--- config.mk ---
export PLATFORM = sky130hd
export DESIGN_NAME = click_classifier_key_sequencer
export DESIGN_NICKNAME = d
export VERILOG_FILES = /design/src/hdl/ccks_pkg.sv /design/src/hdl/ccks_sequencer.sv /design/src/hdl/click_classifier_key_sequencer.sv
export SDC_FILE = /design/constraint.sdc
export NUM_CORES = 1
export LEC_CHECK = 0
export ABC_CLOCK_PERIOD_IN_PS = 10100
export BUFFER_PORTS_ARGS = -buffer_cell sky130_fd_sc_hd__buf_4
export CAP_MARGIN = 10
export CORE_ASPECT_RATIO = 1.2
export CORE_MARGIN = 1
export CORE_UTILIZATION = 45
export DETAILED_ROUTE_END_ITERATION = 10
export PLACE_DENSITY = 0.68
export SETUP_SLACK_MARGIN = 0.02
export SLEW_MARGIN = 20
export SYNTH_ARGS = -nofsm -noshare
export SYNTH_HDL_FRONTEND = slang
export SYNTH_SLANG_ARGS = --single-unit
--- constraint.sdc ---
create_clock -name clock -period 10.1 [get_ports clock]
set_clock_uncertainty 0.05 [all_clocks]
set_input_delay 1.515 -clock clock [delete_from_list [all_inputs] [get_ports clock]]
set_output_delay 1.515 -clock clock [all_outputs]
set_load 0.02 [all_outputs]
--- src/hdl/ccks_pkg.sv ---
// ----------------------------------------------------------------------------
// ccks_pkg
// Shared types, constants and the control store of the click key sequencer.
// ----------------------------------------------------------------------------
`default_nettype none

package ccks_pkg;

   // Counter and report decode constants
   localparam int unsigned TimerBits    = 16;
   localparam logic [31:0] CounterMax   = 32'((64'd1 << TimerBits) - 64'd1);
   localparam logic [15:0] PageConsumer = 16'h000C;
   localparam logic [15:0] UsageUp      = 16'h00E9;
   localparam logic [15:0] UsageDown    = 16'h00EA;
   localparam logic signed [31:0] PressValue = 32'sd1;
   localparam logic [7:0]  FnKey        = 8'h3F;
   localparam logic [2:0]  MaxMods      = 3'd4;

   typedef enum logic {
      OP_TICK   = 1'b0,
      OP_REPORT = 1'b1
   } op_type;

   typedef enum logic [2:0] {
      CSR_WINDOW_MS   = 3'd0,
      CSR_SINGLE_FORM = 3'd1,
      CSR_SINGLE_KEY  = 3'd2,
      CSR_SINGLE_MODS = 3'd3,
      CSR_DOUBLE_FORM = 3'd4,
      CSR_DOUBLE_KEY  = 3'd5,
      CSR_DOUBLE_MODS = 3'd6
   } csr_index_type;

   typedef struct packed {
      logic               operation;
      logic [15:0]        usage_page;
      logic [15:0]        usage_code;
      logic signed [31:0] report_value;
   } req_word_type;

   typedef struct packed {
      logic [7:0] key_code;
      logic       key_down;
      logic [4:0] modifier_flags;
      logic       click_kind;
      logic       last_event;
   } rsp_word_type;

   // One action: form bit0 = Fn, bit1 = main key; mods = count + four slots
   typedef struct packed {
      logic [1:0]  form;
      logic [7:0]  key;
      logic [10:0] mods;
   } action_type;

   typedef struct packed {
      logic go;
      logic kind;
   } start_type;

   // Control store
   typedef enum logic [2:0] {
      STEP_MOD_DN = 3'd0,
      STEP_FN_DN  = 3'd1,
      STEP_KEY_DN = 3'd2,
      STEP_KEY_UP = 3'd3,
      STEP_FN_UP  = 3'd4,
      STEP_MOD_UP = 3'd5
   } step_type;

   typedef enum logic [1:0] {
      KS_SLOT = 2'd0,
      KS_FN   = 2'd1,
      KS_MAIN = 2'd2
   } key_sel_type;

   typedef enum logic [1:0] {
      FS_ACC_NEXT = 2'd0,
      FS_TAP      = 2'd1,
      FS_ACC      = 2'd2
   } flag_sel_type;

   typedef enum logic [1:0] {
      AO_HOLD  = 2'd0,
      AO_SET   = 2'd1,
      AO_CLEAR = 2'd2
   } acc_op_type;

   typedef enum logic [1:0] {
      IO_HOLD = 2'd0,
      IO_INC  = 2'd1,
      IO_DEC  = 2'd2
   } idx_op_type;

   typedef enum logic [1:0] {
      CD_MORE_MODS = 2'd0,
      CD_FN        = 2'd1,
      CD_KEY_TAP   = 2'd2,
      CD_HELD_MODS = 2'd3
   } cond_type;

   typedef enum logic [1:0] {
      LS_NEVER         = 2'd0,
      LS_NO_MODS_NO_FN = 2'd1,
      LS_NO_MODS       = 2'd2,
      LS_ONE_HELD      = 2'd3
   } last_sel_type;

   typedef struct packed {
      key_sel_type  key_sel;
      logic         key_down;
      flag_sel_type flag_sel;
      acc_op_type   acc_op;
      idx_op_type   idx_op;
      cond_type     cond;
      logic         repeat_step;
      last_sel_type last_sel;
      logic         end_prog;
   } ucode_type;

   function automatic ucode_type ucode(input step_type step);
      ucode_type w;
      w = '{KS_MAIN, 1'b0, FS_ACC, AO_HOLD, IO_HOLD, CD_HELD_MODS, 1'b0, LS_NEVER, 1'b1};
      case (step)
         STEP_MOD_DN: w = '{KS_SLOT, 1'b1, FS_ACC_NEXT, AO_SET, IO_INC,
                            CD_MORE_MODS, 1'b1, LS_NEVER, 1'b0};
         STEP_FN_DN:  w = '{KS_FN, 1'b1, FS_TAP, AO_HOLD, IO_HOLD,
                            CD_FN, 1'b0, LS_NEVER, 1'b0};
         STEP_KEY_DN: w = '{KS_MAIN, 1'b1, FS_TAP, AO_HOLD, IO_HOLD,
                            CD_KEY_TAP, 1'b0, LS_NEVER, 1'b0};
         STEP_KEY_UP: w = '{KS_MAIN, 1'b0, FS_TAP, AO_HOLD, IO_HOLD,
                            CD_KEY_TAP, 1'b0, LS_NO_MODS_NO_FN, 1'b0};
         STEP_FN_UP:  w = '{KS_FN, 1'b0, FS_ACC, AO_HOLD, IO_HOLD,
                            CD_FN, 1'b0, LS_NO_MODS, 1'b0};
         STEP_MOD_UP: w = '{KS_SLOT, 1'b0, FS_ACC_NEXT, AO_CLEAR, IO_DEC,
                            CD_HELD_MODS, 1'b1, LS_ONE_HELD, 1'b1};
         default:     w = '{KS_MAIN, 1'b0, FS_ACC, AO_HOLD, IO_HOLD,
                            CD_HELD_MODS, 1'b0, LS_NEVER, 1'b1};
      endcase
      return w;
   endfunction

   // Modifier slot code to key: ctrl, opt, cmd, shift
   function automatic logic [7:0] mod_key(input logic [1:0] code);
      logic [7:0] k;
      case (code)
         2'd0:    k = 8'd59;
         2'd1:    k = 8'd58;
         2'd2:    k = 8'd55;
         default: k = 8'd56;
      endcase
      return k;
   endfunction

   // Window length into the counter, saturated at the counter's full scale
   function automatic logic [TimerBits-1:0] load_value(input logic [15:0] window);
      logic [31:0] w32;
      w32 = {16'b0, window};
      if (w32 > CounterMax) begin
         w32 = CounterMax;
      end
      return w32[TimerBits-1:0];
   endfunction

endpackage

`default_nettype wire

--- src/hdl/ccks_sequencer.sv ---
// ----------------------------------------------------------------------------
// ccks_sequencer
// Microcoded key-event player with a one-word output register.
// ----------------------------------------------------------------------------
`default_nettype none

module ccks_sequencer (
   input  wire                    clock,
   input  wire                    reset,
   input  ccks_pkg::start_type    start,
   input  ccks_pkg::action_type   single_action,
   input  ccks_pkg::action_type   double_action,
   output logic                   busy,
   output logic                   rsp_valid,
   input  wire                    rsp_stall,
   output ccks_pkg::rsp_word_type rsp_data
);

   logic                   busy_ff, busy_in;
   ccks_pkg::step_type     step_ff, step_in;
   logic [2:0]             idx_ff, idx_in;
   logic [3:0]             acc_ff, acc_in;
   logic                   kind_ff, kind_in;
   logic                   rsp_valid_ff, rsp_valid_in;
   ccks_pkg::rsp_word_type rsp_data_ff, rsp_data_in;

   ccks_pkg::ucode_type    uw;
   ccks_pkg::action_type   act;
   logic                   use_fn, has_key;
   logic [2:0]             mod_count;
   logic [2:0]             slot;
   logic [1:0]             code;
   logic [3:0]             code_bit;
   logic [3:0]             acc_next;
   logic                   cond_ok;
   logic                   out_free;
   logic                   fire;
   ccks_pkg::rsp_word_type word;

   always_comb begin
      uw       = ccks_pkg::ucode(step_ff);
      act      = kind_ff ? double_action : single_action;
      use_fn   = act.form[0];
      has_key  = act.form[1];
      mod_count = (act.mods[2:0] > ccks_pkg::MaxMods) ? ccks_pkg::MaxMods : act.mods[2:0];

      // release walks the slots backward
      slot     = (uw.idx_op == ccks_pkg::IO_DEC) ? (idx_ff - 3'd1) : idx_ff;
      code     = act.mods[3 + 2 * slot[1:0] +: 2];
      code_bit = 4'b0001 << code;

      case (uw.acc_op)
         ccks_pkg::AO_SET:   acc_next = acc_ff | code_bit;
         ccks_pkg::AO_CLEAR: acc_next = acc_ff & ~code_bit;
         default:            acc_next = acc_ff;
      endcase

      case (uw.cond)
         ccks_pkg::CD_MORE_MODS: cond_ok = idx_ff < mod_count;
         ccks_pkg::CD_FN:        cond_ok = use_fn;
         ccks_pkg::CD_KEY_TAP:   cond_ok = !use_fn || has_key;
         default:                cond_ok = idx_ff != 3'd0;
      endcase

      case (uw.key_sel)
         ccks_pkg::KS_SLOT: word.key_code = ccks_pkg::mod_key(code);
         ccks_pkg::KS_FN:   word.key_code = ccks_pkg::FnKey;
         default:           word.key_code = act.key;
      endcase

      case (uw.flag_sel)
         ccks_pkg::FS_ACC_NEXT: word.modifier_flags = {1'b0, acc_next};
         ccks_pkg::FS_TAP:      word.modifier_flags = {use_fn, acc_ff};
         default:               word.modifier_flags = {1'b0, acc_ff};
      endcase

      case (uw.last_sel)
         ccks_pkg::LS_NO_MODS_NO_FN: word.last_event = (mod_count == 3'd0) && !use_fn;
         ccks_pkg::LS_NO_MODS:       word.last_event = mod_count == 3'd0;
         ccks_pkg::LS_ONE_HELD:      word.last_event = idx_ff == 3'd1;
         default:                    word.last_event = 1'b0;
      endcase

      word.key_down   = uw.key_down;
      word.click_kind = kind_ff;

      out_free = !rsp_valid_ff || !rsp_stall;
      fire     = busy_ff && cond_ok && out_free;
   end

   // step control
   always_comb begin
      busy_in  = busy_ff;
      step_in  = step_ff;
      idx_in   = idx_ff;
      acc_in   = acc_ff;
      kind_in  = kind_ff;
      if (start.go) begin
         busy_in = 1'b1;
         step_in = ccks_pkg::STEP_MOD_DN;
         idx_in  = 3'd0;
         acc_in  = 4'd0;
         kind_in = start.kind;
      end else if (busy_ff) begin
         if (cond_ok) begin
            // hold the step until the output register can take the word
            if (out_free) begin
               acc_in = acc_next;
               case (uw.idx_op)
                  ccks_pkg::IO_INC: idx_in = idx_ff + 3'd1;
                  ccks_pkg::IO_DEC: idx_in = idx_ff - 3'd1;
                  default:          idx_in = idx_ff;
               endcase
               if (!uw.repeat_step) begin
                  if (uw.end_prog) begin
                     busy_in = 1'b0;
                  end else begin
                     step_in = ccks_pkg::step_type'(step_ff + 3'd1);
                  end
               end
            end
         end else if (uw.end_prog) begin
            busy_in = 1'b0;
         end else begin
            step_in = ccks_pkg::step_type'(step_ff + 3'd1);
         end
      end
   end

   always_comb begin
      rsp_valid_in = rsp_valid_ff;
      rsp_data_in  = rsp_data_ff;
      if (fire) begin
         rsp_valid_in = 1'b1;
         rsp_data_in  = word;
      end else if (!rsp_stall) begin
         rsp_valid_in = 1'b0;
      end
   end

   always_ff @(posedge clock) begin
      if (reset) begin
         busy_ff      <= 1'b0;
         step_ff      <= ccks_pkg::STEP_MOD_DN;
         idx_ff       <= 3'd0;
         acc_ff       <= 4'd0;
         kind_ff      <= 1'b0;
         rsp_valid_ff <= 1'b0;
      end else begin
         busy_ff      <= busy_in;
         step_ff      <= step_in;
         idx_ff       <= idx_in;
         acc_ff       <= acc_in;
         kind_ff      <= kind_in;
         rsp_valid_ff <= rsp_valid_in;
      end
   end

   always_ff @(posedge clock) begin
      rsp_data_ff <= rsp_data_in;
   end

   assign busy      = busy_ff;
   assign rsp_valid = rsp_valid_ff;
   assign rsp_data  = rsp_data_ff;

   a_no_overwrite: assert property (@(posedge clock) disable iff (reset)
      rsp_valid_ff && rsp_stall |-> !fire)
      else $error("result word overwritten while stalled");

   a_idx_range: assert property (@(posedge clock) disable iff (reset)
      idx_ff <= ccks_pkg::MaxMods)
      else $error("modifier index out of range");

   a_start_idle: assert property (@(posedge clock) disable iff (reset)
      start.go |-> !busy_ff)
      else $error("action started while sequence running");

   a_all_released: assert property (@(posedge clock) disable iff (reset)
      $fell(busy_ff) |-> acc_ff == 4'd0)
      else $error("sequence ended with modifiers held");

endmodule

`default_nettype wire

--- src/hdl/click_classifier_key_sequencer.sv ---
// ----------------------------------------------------------------------------
// click_classifier_key_sequencer
// Single/double click detector that plays a key-event sequence per click.
// ----------------------------------------------------------------------------
// Each request word is a millisecond tick or an HID report. A report on the
// consumer page with usage 0xE9 or 0xEA and value 1 is a pulse: the first
// pulse arms a countdown of window_ms ticks, a second pulse inside the window
// plays the double action, and a countdown that runs out plays the single
// action. An action comes out as 2 to 12 response words: modifier presses,
// the Fn/key tap, modifier releases, the final word flagged by last_event.
// A word that starts an action holds the request side stalled while the
// microcode steps through it: it emits each key event, closes each of the
// two modifier loops as it runs out of slots, and passes each tap step that
// the action's form skips, waiting whenever the response side stalls. A
// finished response word waits in the output register; while it is stalled
// the sequencer holds its next step. The last word of an action does not
// keep the request side stalled.
`default_nettype none

module click_classifier_key_sequencer (
   input  wire                    clock,
   input  wire                    reset,
   input  wire                    req_valid,
   output logic                   req_stall,
   input  ccks_pkg::req_word_type req_data,
   output logic                   rsp_valid,
   input  wire                    rsp_stall,
   output ccks_pkg::rsp_word_type rsp_data,
   input  wire                    csr_write,
   input  wire  [2:0]             csr_index,
   input  wire  [15:0]            csr_wdata
);

   // configuration registers
   logic [15:0] window_ms_ff;
   logic [1:0]  single_form_ff;
   logic [7:0]  single_key_ff;
   logic [10:0] single_mods_ff;
   logic [1:0]  double_form_ff;
   logic [7:0]  double_key_ff;
   logic [10:0] double_mods_ff;

   // click timer
   logic                             pending_ff, pending_in;
   logic [ccks_pkg::TimerBits-1:0]   count_ff, count_in;

   logic                   seq_busy;
   logic                   accept;
   logic                   is_pulse;
   ccks_pkg::start_type    start;
   ccks_pkg::action_type   single_action;
   ccks_pkg::action_type   double_action;

   always_ff @(posedge clock) begin
      if (reset) begin
         window_ms_ff   <= 16'd600;
         single_form_ff <= 2'd1;
         single_key_ff  <= 8'd0;
         single_mods_ff <= 11'd0;
         double_form_ff <= 2'd3;
         double_key_ff  <= 8'd6;
         double_mods_ff <= 11'd0;
      end else if (csr_write) begin
         case (ccks_pkg::csr_index_type'(csr_index))
            ccks_pkg::CSR_WINDOW_MS:   window_ms_ff   <= csr_wdata;
            ccks_pkg::CSR_SINGLE_FORM: single_form_ff <= csr_wdata[1:0];
            ccks_pkg::CSR_SINGLE_KEY:  single_key_ff  <= csr_wdata[7:0];
            ccks_pkg::CSR_SINGLE_MODS: single_mods_ff <= csr_wdata[10:0];
            ccks_pkg::CSR_DOUBLE_FORM: double_form_ff <= csr_wdata[1:0];
            ccks_pkg::CSR_DOUBLE_KEY:  double_key_ff  <= csr_wdata[7:0];
            ccks_pkg::CSR_DOUBLE_MODS: double_mods_ff <= csr_wdata[10:0];
            default: ;
         endcase
      end
   end

   assign single_action = '{single_form_ff, single_key_ff, single_mods_ff};
   assign double_action = '{double_form_ff, double_key_ff, double_mods_ff};

   // stall the request side for the length of a running sequence
   assign req_stall = seq_busy;
   assign accept    = req_valid && !seq_busy;

   always_comb begin
      is_pulse = (req_data.usage_page == ccks_pkg::PageConsumer)
              && (req_data.usage_code inside {ccks_pkg::UsageUp, ccks_pkg::UsageDown})
              && (req_data.report_value == ccks_pkg::PressValue);

      pending_in = pending_ff;
      count_in   = count_ff;
      start      = '{1'b0, 1'b0};

      if (accept) begin
         if (ccks_pkg::op_type'(req_data.operation) == ccks_pkg::OP_TICK) begin
            if (pending_ff) begin
               // window ran out: a zero window fires on the first tick too
               if (count_ff <= ccks_pkg::TimerBits'(1)) begin
                  pending_in = 1'b0;
                  count_in   = '0;
                  start      = '{1'b1, 1'b0};
               end else begin
                  count_in = count_ff - ccks_pkg::TimerBits'(1);
               end
            end
         end else if (is_pulse) begin
            if (!pending_ff) begin
               // arm the window
               pending_in = 1'b1;
               count_in   = ccks_pkg::load_value(window_ms_ff);
            end else begin
               // second pulse in the window: drop the countdown, play double
               pending_in = 1'b0;
               count_in   = '0;
               start      = '{1'b1, 1'b1};
            end
         end
      end
   end

   always_ff @(posedge clock) begin
      if (reset) begin
         pending_ff <= 1'b0;
         count_ff   <= '0;
      end else begin
         pending_ff <= pending_in;
         count_ff   <= count_in;
      end
   end

   ccks_sequencer u_sequencer (
      .clock         (clock),
      .reset         (reset),
      .start         (start),
      .single_action (single_action),
      .double_action (double_action),
      .busy          (seq_busy),
      .rsp_valid     (rsp_valid),
      .rsp_stall     (rsp_stall),
      .rsp_data      (rsp_data)
   );

   a_idle_timer: assert property (@(posedge clock) disable iff (reset)
      !pending_ff |-> count_ff == '0)
      else $error("countdown running with no click pending");

   a_start_clears: assert property (@(posedge clock) disable iff (reset)
      start.go |=> !pending_ff)
      else $error("click still pending after action start");

   a_busy_stalls: assert property (@(posedge clock) disable iff (reset)
      $past(start.go) |-> req_stall)
      else $error("request accepted during a sequence");

endmodule

`default_nettype wire

# Yosys cells after proc, flatten, opt, wreduce, memory -nomap -nowiden
# Index checks and enable logic that the tools add are counted.
[totals]
ff_bits = 104
[op_classes]
n_lt_le_gt_ge = 3
shifts = 2
n_bitwise = 3
muxes = 39
eq_ne = 33
reduce_logical = 36
n_addsub = 5
[ops]
columns = ["op", "n"]
rows = [
  ["$pmux W15 S6", 1],
  ["$mux W16", 5],
  ["$shiftx A11 B33 Y2", 1],
  ["$eq A16 B8 Y1 const B", 2],
  ["$eq A32 B2 Y1 const B", 1],
  ["$mux W21", 1],
  ["$eq A16 B4 Y1 const B", 1],
  ["$le A16 B1 Y1 const B", 1],
  ["$pmux W8 S2", 1],
  ["$reduce_and A2 Y1", 8],
  ["$sub A16 B1 Y16 const B", 1],
  ["$eq A3 B3 Y1 const B", 5],
  ["$mux W3", 5],
  ["$eq A2 B1 Y1 const B", 7],
  ["$mux W2", 7],
  ["$mux W1", 13],
  ["$eq A2 B2 Y1 const B", 6],
  ["$eq A3 B2 Y1 const B", 4],
  ["$pmux W4 S3", 1],
  ["$pmux W5 S2", 1],
  ["$eq A3 B1 Y1 const B", 3],
  ["$logic_not A3 Y1", 3],
  ["$reduce_and A3 Y1", 3],
  ["$logic_not A2 Y1", 4],
  ["other kinds (21)", 36],
]

# Depth between registers and ports, before layout
# Gate-level depths: netlist (run 1).
[depth]
ltp_word = 11
mapped_depth = 12

# Modules after synthesis
# A second synthesis (run 1) with hierarchy kept.
[unflattened]
cells_unflattened = 631
area_unflattened_um2 = 5499.0
[modules_own_cells]
columns = ["mod", "area_per_inst_um2", "seq_area_each_um2", "cells_each", "instances"]
rows = [
  ["click_classifier_key_sequencer", 3390.8, 1501.4, 425, 1],
  ["ccks_sequencer", 2108.3, 740.7, 206, 1],
]

# Least setup slack after synthesis (run 1)
# Ideal clock, no wire load.
[synth_timing]
path_type = "input -> register"
startpoint = "in req_data[52] (netlist name)"
endpoint = "reg count_ff[10] (netlist name)"
slack_ns = 6.507
setup_ns = 0.088
stages = 8
t_arrival_ns = 3.455
cell_sequence = "or4b_1 > nor4_2 > nand4_1 > or4_4 > o22ai_4 > buf_6 > nor2_2 > a311oi_2"
[synth_via]
elab_chain_cells = 5
[synth_lines]
columns = ["element", "line", "text"]
rows = [
  ["start: declaration", "click_classifier_key_sequencer.sv:25", "input ccks_pkg::req_word_type req_data,"],
  ["$eq A16 B4 Y1", "click_classifier_key_sequencer.sv:85", "is_pulse = (req_data.usage_page == ccks_pkg::PageConsumer)"],
  ["$logic_and A1 B1 Y1", "click_classifier_key_sequencer.sv:86", "&& (req_data.usage_code inside {ccks_pkg::UsageUp, ccks_pkg::UsageDown})"],
  ["$logic_and A1 B1 Y1", "click_classifier_key_sequencer.sv:87", "&& (req_data.report_value == ccks_pkg::PressValue);"],
  ["$ne A2 B1 Y1 (no line)", "-", ""],
  ["$reduce_and A3 Y1 (no line)", "-", ""],
  ["end signal: assignment", "click_classifier_key_sequencer.sv:126", "count_ff <= count_in;"],
  ["end: declaration", "click_classifier_key_sequencer.sv:45", "logic [ccks_pkg::TimerBits-1:0] count_ff, count_in;"],
]
# No other way between the ends.
# A chain may end at the register's enable or synchronous reset.

# Worst setup path in the final report (run 1)
[layout_timing]
startpoint = "in req_data[52] (netlist name)"
endpoint = "reg count_ff[12] (netlist name)"
# Same word-level chain as after synthesis.

==> results.toml, run 1 <==
[status]
status = "completed"

[timing]
fin_crit_sh_pct = 39.0
finalMaxSlewViolations = 0
fmax_mhz = 254
final_hold_viol_count = 0
fin_setup_tns_ps = 0
min_period_ps = 3930
rsz0062_at_grt = "no"
finalSetupViolCount = 0
setup_ws_ps = 6170
slew_headroom_pct = 35.7
worst_pin_slew_ps = 964

[setup_path]
worstPathMaxFanout = 32
ff2ff_setup_slack_ps = 6280
slowest_delay_ps = 740
path_buf_inv = 1
r2r-start = "u_sequencer.step_ff[1]$_SDFFE_PP0P_"
endpoint_kind = "flip-flop"
timing.rr.end = "u_sequencer.acc_ff[3]$_SDFFE_PP0P_"
path_cells = "buf_4, or4b_1, nor4_2, nand4_1, or4_4, o22ai_4, a21bo_2, a21oi_1"
worstPathRequired_ps = 10250
slowest_stage = "o22ai_4"
arrival_ps = 4080
crit_type = "input pin to flip-flop"
r2r_cells = 10
crit_family = "simple AND/OR/NAND/NOR gates"
startpoint_type = "input pin"

[power_and_ir_drop]
swShare_pct = 22.6
comb_power_share_pct = 7.4
powerDensity_nw_per_um2 = 130
p_sw_uw = 189
ir_worst_vdd_uv = 72.8
p_leak_uw = 0.00236
pwr-share-clk_pct = 41.5
p_seq_share_pct = 51.1
p_int_uw = 647

[die]
design.die.area_um2 = 12100
coreArea_um2 = 11200
die_x_um = 100
start_util_pct = 46.7
die_h_um = 120
ios = 107
placementRows = 42

[clock_tree]
clk_pin_slew_ps = 70
root_buffer = "clkbuf_16"
htreeDepth = 3
holdBufCountCts = 0
clk_latency_ps = 350
cts_buffers = 9
cts_tree = "built"
clock-sinks = 104
ctsResizeCount = 0
cts_setup_buffers = 0
ctsLongestPathBuffers = 2

[placement]
post-dp-hpwl_um = 9360
dp_slack_ps = 5790
io_buffers = 106
gp_congestion = 0.855

[grt]
grt_pass1_wl_um = 21600
grt_util_all_layers_pct = 22.8
grt_pass1_vias = 4435
grt_max_degree = 80
antenna_found_initial = 0
grt-ovfl-total = 0

[final_layout]
mostFrequentLayoutCell = "nand2_1"
drive_above_1_share_pct = 22.4
num_antenna_cells = 0
fin_nets = 804
synthToLayoutAreaGrowth_pct = 22.5
final_cell_mix = "nand2_1 (142), buf_4 (109), dfxtp_1 (88)"

[synth]
avgSynthCellArea_um2 = 8.56
synth-edff-count = 16
yosys_warnings = 0
synthTopCellsByArea = "dfxtp_1 (34%), nand2_1 (10%), edfxtp_1 (9.2%)"
syn-cell-area_um2 = 5230
yosysTopAreaCell = "dfxtp_1"
synth.distinct_cells = 62
synth_top_area_share_pct = 33.7
synth-seq-cells = 104
syn_inst = 611
yosysSeqAreaShare_pct = 42.9
synthFlopType = "dfxtp_1"
syn-num-nets = 714
synth-async-reset-ratio_pct = 0

[min_path]
holdPathEnd = "single_mods_ff[9]$_SDFFE_PP0P_"
worstHoldPathCells = 2
holdCritStartpoint = "single_mods_ff[9]$_SDFFE_PP0P_"
hp-class = "flip-flop to flip-flop"

[route]
vias_per_cell = 5.47
post_drt_wl_per_cell_um = 15.2
drt_iter0_drc = 195
vias = 4702
wl_um = 13100
firstDrtPassIters = 5
drc = 0
ant_nets = 0

[job]
drv_cap = 0
[area by class of cell]
cell class | instances | area, um2
Sequential cell | 104 | 2240
Multi-Input combinational cell | 465 | 2820
Timing Repair Buffer | 109 | 818
Clock inverter | 6 | 60.1
Clock buffer | 10 | 229
Tap cell | 154 | 193
Inverter | 12 | 45.0
Fill cell | 1059 | 4790
[worst min-delay path: stages (launching register included)]
cell,delay (ps)
dfxtp_1,310
nand2_1,50
a21oi_1,50
[synth_stat cells, types with 3 or more instances]
library cell and number:
dfxtp_1 88, ha_1 14, mux4_2 4, nand3b_1 4
a21o_1 3, nor3_1 8, inv_1 11, a21oi_1 74
mux2_2 4, nor4_1 16, a32o_1 5, a31oi_1 8
a211oi_1 4, or4_1 4, nand2b_1 5, clkbuf_1 21
nand4_1 3, buf_1 3, a21bo_2 7, nand3_1 5
a22oi_1 6, edfxtp_1 16, a211o_1 5, nor3b_1 3
xnor2_1 4, xor2_1 4, nor2b_1 15, nand2_1 142
a211oi_2 6, o31ai_1 3, o21ai_0 11, nor2_1 46
a311oi_1 3, mux2i_1 20
[through the flow]
| step | std cells | total power, uW | instance area (um2) | util [%] | hold WS [ps] |
|---|---|---|---|---|---|
| 2_1_floorplan | 611 | 461 | 5230 | - | 382 |
| 3_3_place_gp | 844 | 497 | 6110 | 54.6 | 390 |
| 3_5_place_dp | 844 | 498 | 6110 | 54.6 | 396 |
| 4_1_cts | 860 | 843 | 6400 | 57.2 | 406 |
| 5_1_grt | 860 | 864 | 6400 | 57.2 | 423 |
| 6_report | 860 | 836 | 6400 | 57.2 | 405 |
[state kept, by name, indices dropped and copies added (netlist names), 3 cells and up]
register              cells
double_mods_ff           11
u_sequencer.idx_ff        3
window_ms_ff             16
count_ff                 16
u_sequencer.rsp_data     16
u_sequencer.step_ff       3
u_sequencer.acc_ff        4
double_key_ff             8
single_key_ff             8
single_mods_ff           11
[worst max-delay path by stage]
| stage | startpoint | end | cells past startpoint |
|---|---|---|---|
| floorplan | req_data[52] | count_ff[10]$_SDFFE_PP0P_ | 8 |
| global placement | req_data[52] | count_ff[12]$_SDFFE_PP0P_ | 8 |
| detailed placement | req_data[52] | count_ff[15]$_SDFFE_PP0P_ | 8 |
| CTS | req_data[52] | count_ff[15]$_SDFFE_PP0P_ | 8 |
| global route | u_sequencer.step_ff[1]$_SDFFE_PP0P_ | u_sequencer.acc_ff[3]$_SDFFE_PP0P_ | 10 |
| finish | req_data[52] | count_ff[12]$_SDFFE_PP0P_ | 8 |
[cell families (layout without fill, tap and decap cells)]
logic type / count (synthesis) / in the layout / share of synthesized area (%)
buf+inv: 42 / 137 / 3.49
xor+xnor: 8 / 8 / 1.34
compound gates: 146 / 146 / 18.7
fa+ha+maj: 15 / 15 / 3.54
mux: 28 / 28 / 6.41
simple gates: 268 / 268 / 23.6
flops: 104 / 104 / 42.9
[power by group through the flow]
stage | clock network [uW] | logic (uW) | registers, uW
final | 347 | 62.2 | 427
after floorplan | 0 | 25.6 | 436
after global routing | 369 | 67.6 | 427
after global placement | 0 | 60.5 | 436
after CTS | 354 | 62.0 | 427
after detailed placement | 0 | 61.7 | 436
[layer usage]
layer / part of all wire, % / vias up / track usage [%]
li1: - / 2339 / -
met1: 42 / 2225 / 27.4
met2: 52 / 113 / 40.5
met3: 3.6 / 25 / 3.03
met4: 2.7 / 0 / 9.24
met5: 0 / - / 0
No activity file was read; power rests on OpenSTA's default activity.
==> inputs of run 2 (changes only) <==
--- a/config.mk
+++ b/config.mk
@@ -5,14 +5,15 @@
 export SDC_FILE = /design/constraint.sdc
 export NUM_CORES = 1
 export LEC_CHECK = 0
-export ABC_CLOCK_PERIOD_IN_PS = 10100
+export ABC_AREA = 1
+export ABC_CLOCK_PERIOD_IN_PS = 4100
 export BUFFER_PORTS_ARGS = -buffer_cell sky130_fd_sc_hd__buf_4
 export CAP_MARGIN = 10
 export CORE_ASPECT_RATIO = 1.2
 export CORE_MARGIN = 1
 export CORE_UTILIZATION = 45
 export DETAILED_ROUTE_END_ITERATION = 10
-export PLACE_DENSITY = 0.68
+export PLACE_DENSITY = 0.67
 export SETUP_SLACK_MARGIN = 0.02
 export SLEW_MARGIN = 20
 export SYNTH_ARGS = -nofsm -noshare
==> constraint.sdc (replaced) <==
create_clock -name clock -period 4.1 [get_ports clock]
set_clock_uncertainty 0.05 [all_clocks]
set_input_delay 0.615 -clock clock [delete_from_list [all_inputs] [get_ports clock]]
set_output_delay 0.615 -clock clock [all_outputs]
set_load 0.02 [all_outputs]
==> run 2 against run 1 <==
Synthesized area is 9.3% higher. Combinational power grew to 5.6 times the previous value. Register-to-register slack worse by 5000 ps. Sequential share of layout area is 2.3 points lower. First-iteration DRC count is 16% lower. Largest cell class unchanged.
==> results.toml, run 2 <==
[grt]
grt_max_degree = 45
grt-ovfl-total = 0
grt_pass1_wl_um = 23300
antenna_found_initial = 0
grt_pass1_vias = 4959
grt_util_all_layers_pct = 22.1

[route]
drc = 0
vias = 5377
drt_iter0_drc = 163
highest_layer = "met4"
vias_per_cell = 4.82
post_drt_wl_per_cell_um = 12.5
wl_um = 13900
ant_nets = 0
firstDrtPassIters = 4
wl_met1_um = 6190
met3_length_um = 394
route.met2.wl_um = 6980

[placement]
dpl.cell_count = 1100
io_buffers = 106
gp_congestion = 0.886
post-dp-hpwl_um = 10600

[die]
design.die.area_um2 = 13200
placementRows = 44
ios = 107
coreArea_um2 = 12200
die_x_um = 105
start_util_pct = 46.7
die_h_um = 125

[setup_path]
path_cells = "inv_1, ha_1, nand2_2, ha_1, inv_1, nand3_1, nand2_1, nand2_1, nand2_2, nand2_1, nor2_1, a21oi_2, nand2_1, o21ai_0"
r2r_cells = 14
endpoint_kind = "flip-flop"
arrival_ps = 2910
startpoint_type = "flip-flop"
path_common_cell = "nand2_1"
timing.rr.end = "u_sequencer.rsp_data[2]$_DFFE_PP_"
r2r-start = "u_sequencer.step_ff[1]$_SDFFE_PP0P_"
path_buf_inv = 2
worstPathMaxFanout = 17
slowest_delay_ps = 660
ff2ff_setup_slack_ps = 1250
worstPathRequired_ps = 4150
crit_type = "flip-flop to flip-flop"
slowest_stage = "dfxtp_1"
crit_family = "simple AND/OR/NAND/NOR gates"

[clock_tree]
clk_latency_ps = 360
ctsResizeCount = 0
clock-sinks = 104
htreeDepth = 3
clk_pin_slew_ps = 70
root_buffer = "clkbuf_16"
ctsLongestPathBuffers = 2
holdBufCountCts = 0
cts_buffers = 9
cts_tree = "built"
cts_setup_buffers = 0

[synth]
synth-edff-count = 16
synth-simple-area-share_pct = 33.1
synth_top_area_share_pct = 30.8
yosys.area_share.xor_xnor_pct = 2.30
avgSynthCellArea_um2 = 6.67
yosys_warnings = 0
synth_most_common_cell = "nor2_1"
synth-seq-cells = 104
syn-num-nets = 959
synthTopCellsByArea = "dfxtp_1 (31%), nor2_1 (13%), nand2_1 (12%)"
muxShareOfSynthArea_pct = 0
synth_fa_ha_area_share_pct = 3.07
synth_compound_area_share_pct = 13.1
syn-cell-area_um2 = 5710
synth_common_cells = "nor2_1 (191), nand2_1 (190), inv_1 (96)"
synth-async-reset-ratio_pct = 0
synth_top_family_by_area = "simple AND/OR/NAND/NOR gates"
yosysTopAreaCell = "dfxtp_1"
synthFlopType = "dfxtp_1"
yosysSeqAreaShare_pct = 39.2
syn_inst = 856
synth.distinct_cells = 39

[min_path]
worstHoldPathCells = 2
holdCritStartpoint = "window_ms_ff[14]$_SDFFE_PP0P_"
holdPathEnd = "window_ms_ff[14]$_SDFFE_PP0P_"
hp-class = "flip-flop to flip-flop"

[final_layout]
mostFrequentLayoutCell = "nor2_1"
fin_nets = 1053
synthToLayoutAreaGrowth_pct = 20.2
final_cell_count_no_fill = 1116
drive_above_1_share_pct = 15.2
fillers = 1261
final-seq-area_um2 = 2240
multi_input_area_um2 = 2950
final_cell_mix = "nor2_1 (191), nand2_1 (190), buf_4 (109)"
num_antenna_cells = 0

[timing]
final_hold_viol_count = 0
fin_crit_sh_pct = 69.6
holdWs_ps = 397
worst_pin_slew_ps = 762
rsz0062_at_grt = "no"
finalSetupViolCount = 0
min_period_ps = 2850
slew_headroom_pct = 48.9
fin_setup_tns_ps = 0
fmax_mhz = 350
finalMaxSlewViolations = 0

[job]
drv_cap = 0

[power_and_ir_drop]
powerDensity_nw_per_um2 = 326
ir_worst_vdd_uv = 227
p_leak_uw = 0.00319

[status]
status = "completed"
run 2: cell count changes after synthesis, sizes merged, moves of 10 or more:
cell	change
o22ai	+12
nand2	+54
nor4	-17
nor2	+146
o21ai	+59
nor2b	-15
mux2i	-20
xor2	+10
a21oi	-31
nand3	+40
a211oi	-10
inv	+89
run 2: metal layers:
metal / up-vias / global-route usage (%)
met1: 2335 / 25.6
met5: - / 0
met3: 22 / 2.82
met2: 110 / 40.3
met4: 0 / 9.94
li1: 2910 / -
run 2: report_power, final:
| group | leakage (uW) | switching [uW] | internal [uW] | total (uW) |
|---|---|---|---|---|
| Combinational | 0.00220 | 201 | 148 | 349 |
| Sequential | 0.000859 | 17.9 | 1070 | 1080 |
| Clock | 0.000139 | 393 | 417 | 810 |
run 2: cell type report:
type | instances | share of cell area, %
Tap cell | 161 | 2.93
Multi-Input combinational cell | 624 | 42.9
Timing Repair Buffer | 109 | 11.9
Clock inverter | 6 | 0.638
Sequential cell | 104 | 32.7
Inverter | 102 | 5.61
Clock buffer | 10 | 3.34
run 2: how the worst max path moves through the flow:
stage | from | end | slack [ps] | depth (start not counted)
floorplan | u_sequencer.step_ff[1]$_SDFFE_PP0P_ | u_sequencer.rsp_data[2]$_DFFE_PP_ | 1810 | 14
global placement | u_sequencer.step_ff[1]$_SDFFE_PP0P_ | u_sequencer.rsp_data[2]$_DFFE_PP_ | 1370 | 14
detailed placement | u_sequencer.step_ff[1]$_SDFFE_PP0P_ | u_sequencer.rsp_data[5]$_DFFE_PP_ | 1290 | 12
CTS | u_sequencer.step_ff[1]$_SDFFE_PP0P_ | u_sequencer.rsp_data[2]$_DFFE_PP_ | 1270 | 14
global route | u_sequencer.step_ff[1]$_SDFFE_PP0P_ | u_sequencer.rsp_data[2]$_DFFE_PP_ | 930 | 14
finish | u_sequencer.step_ff[1]$_SDFFE_PP0P_ | u_sequencer.rsp_data[2]$_DFFE_PP_ | 1250 | 14
run 2: cell families (layout without fill, tap and decap cells):
| family | count (synthesis) | count (layout) |
|---|---|---|
| xor+xnor | 15 | 15 |
| buf+inv | 128 | 227 |
| flops | 104 | 104 |
| fa+ha+maj | 14 | 14 |
| compound gates | 139 | 139 |
| simple gates | 456 | 456 |
run 2: stage by stage:
step	utilization [%]	worst slack [ps]	power [uW]	instance area, um2
2_1_floorplan	-	1810	1330	5710
3_3_place_gp	53.9	1370	1450	6590
3_5_place_dp	53.9	1290	1460	6590
4_1_cts	56.2	1270	2260	6870
5_1_grt	56.2	935	2350	6870
6_report	56.2	1250	2240	6870
run 2: worst reg2reg max path: stages, from the launching register on:
cell and delay [ps]:
dfxtp_1 660, inv_1 220, ha_1 320, nand2_2 200, ha_1 320, inv_1 140, nand3_1 110, nand2_1 70
nand2_1 60, nand2_2 120, nand2_1 70, nor2_1 110, a21oi_2 50, nand2_1 50, o21ai_0 70
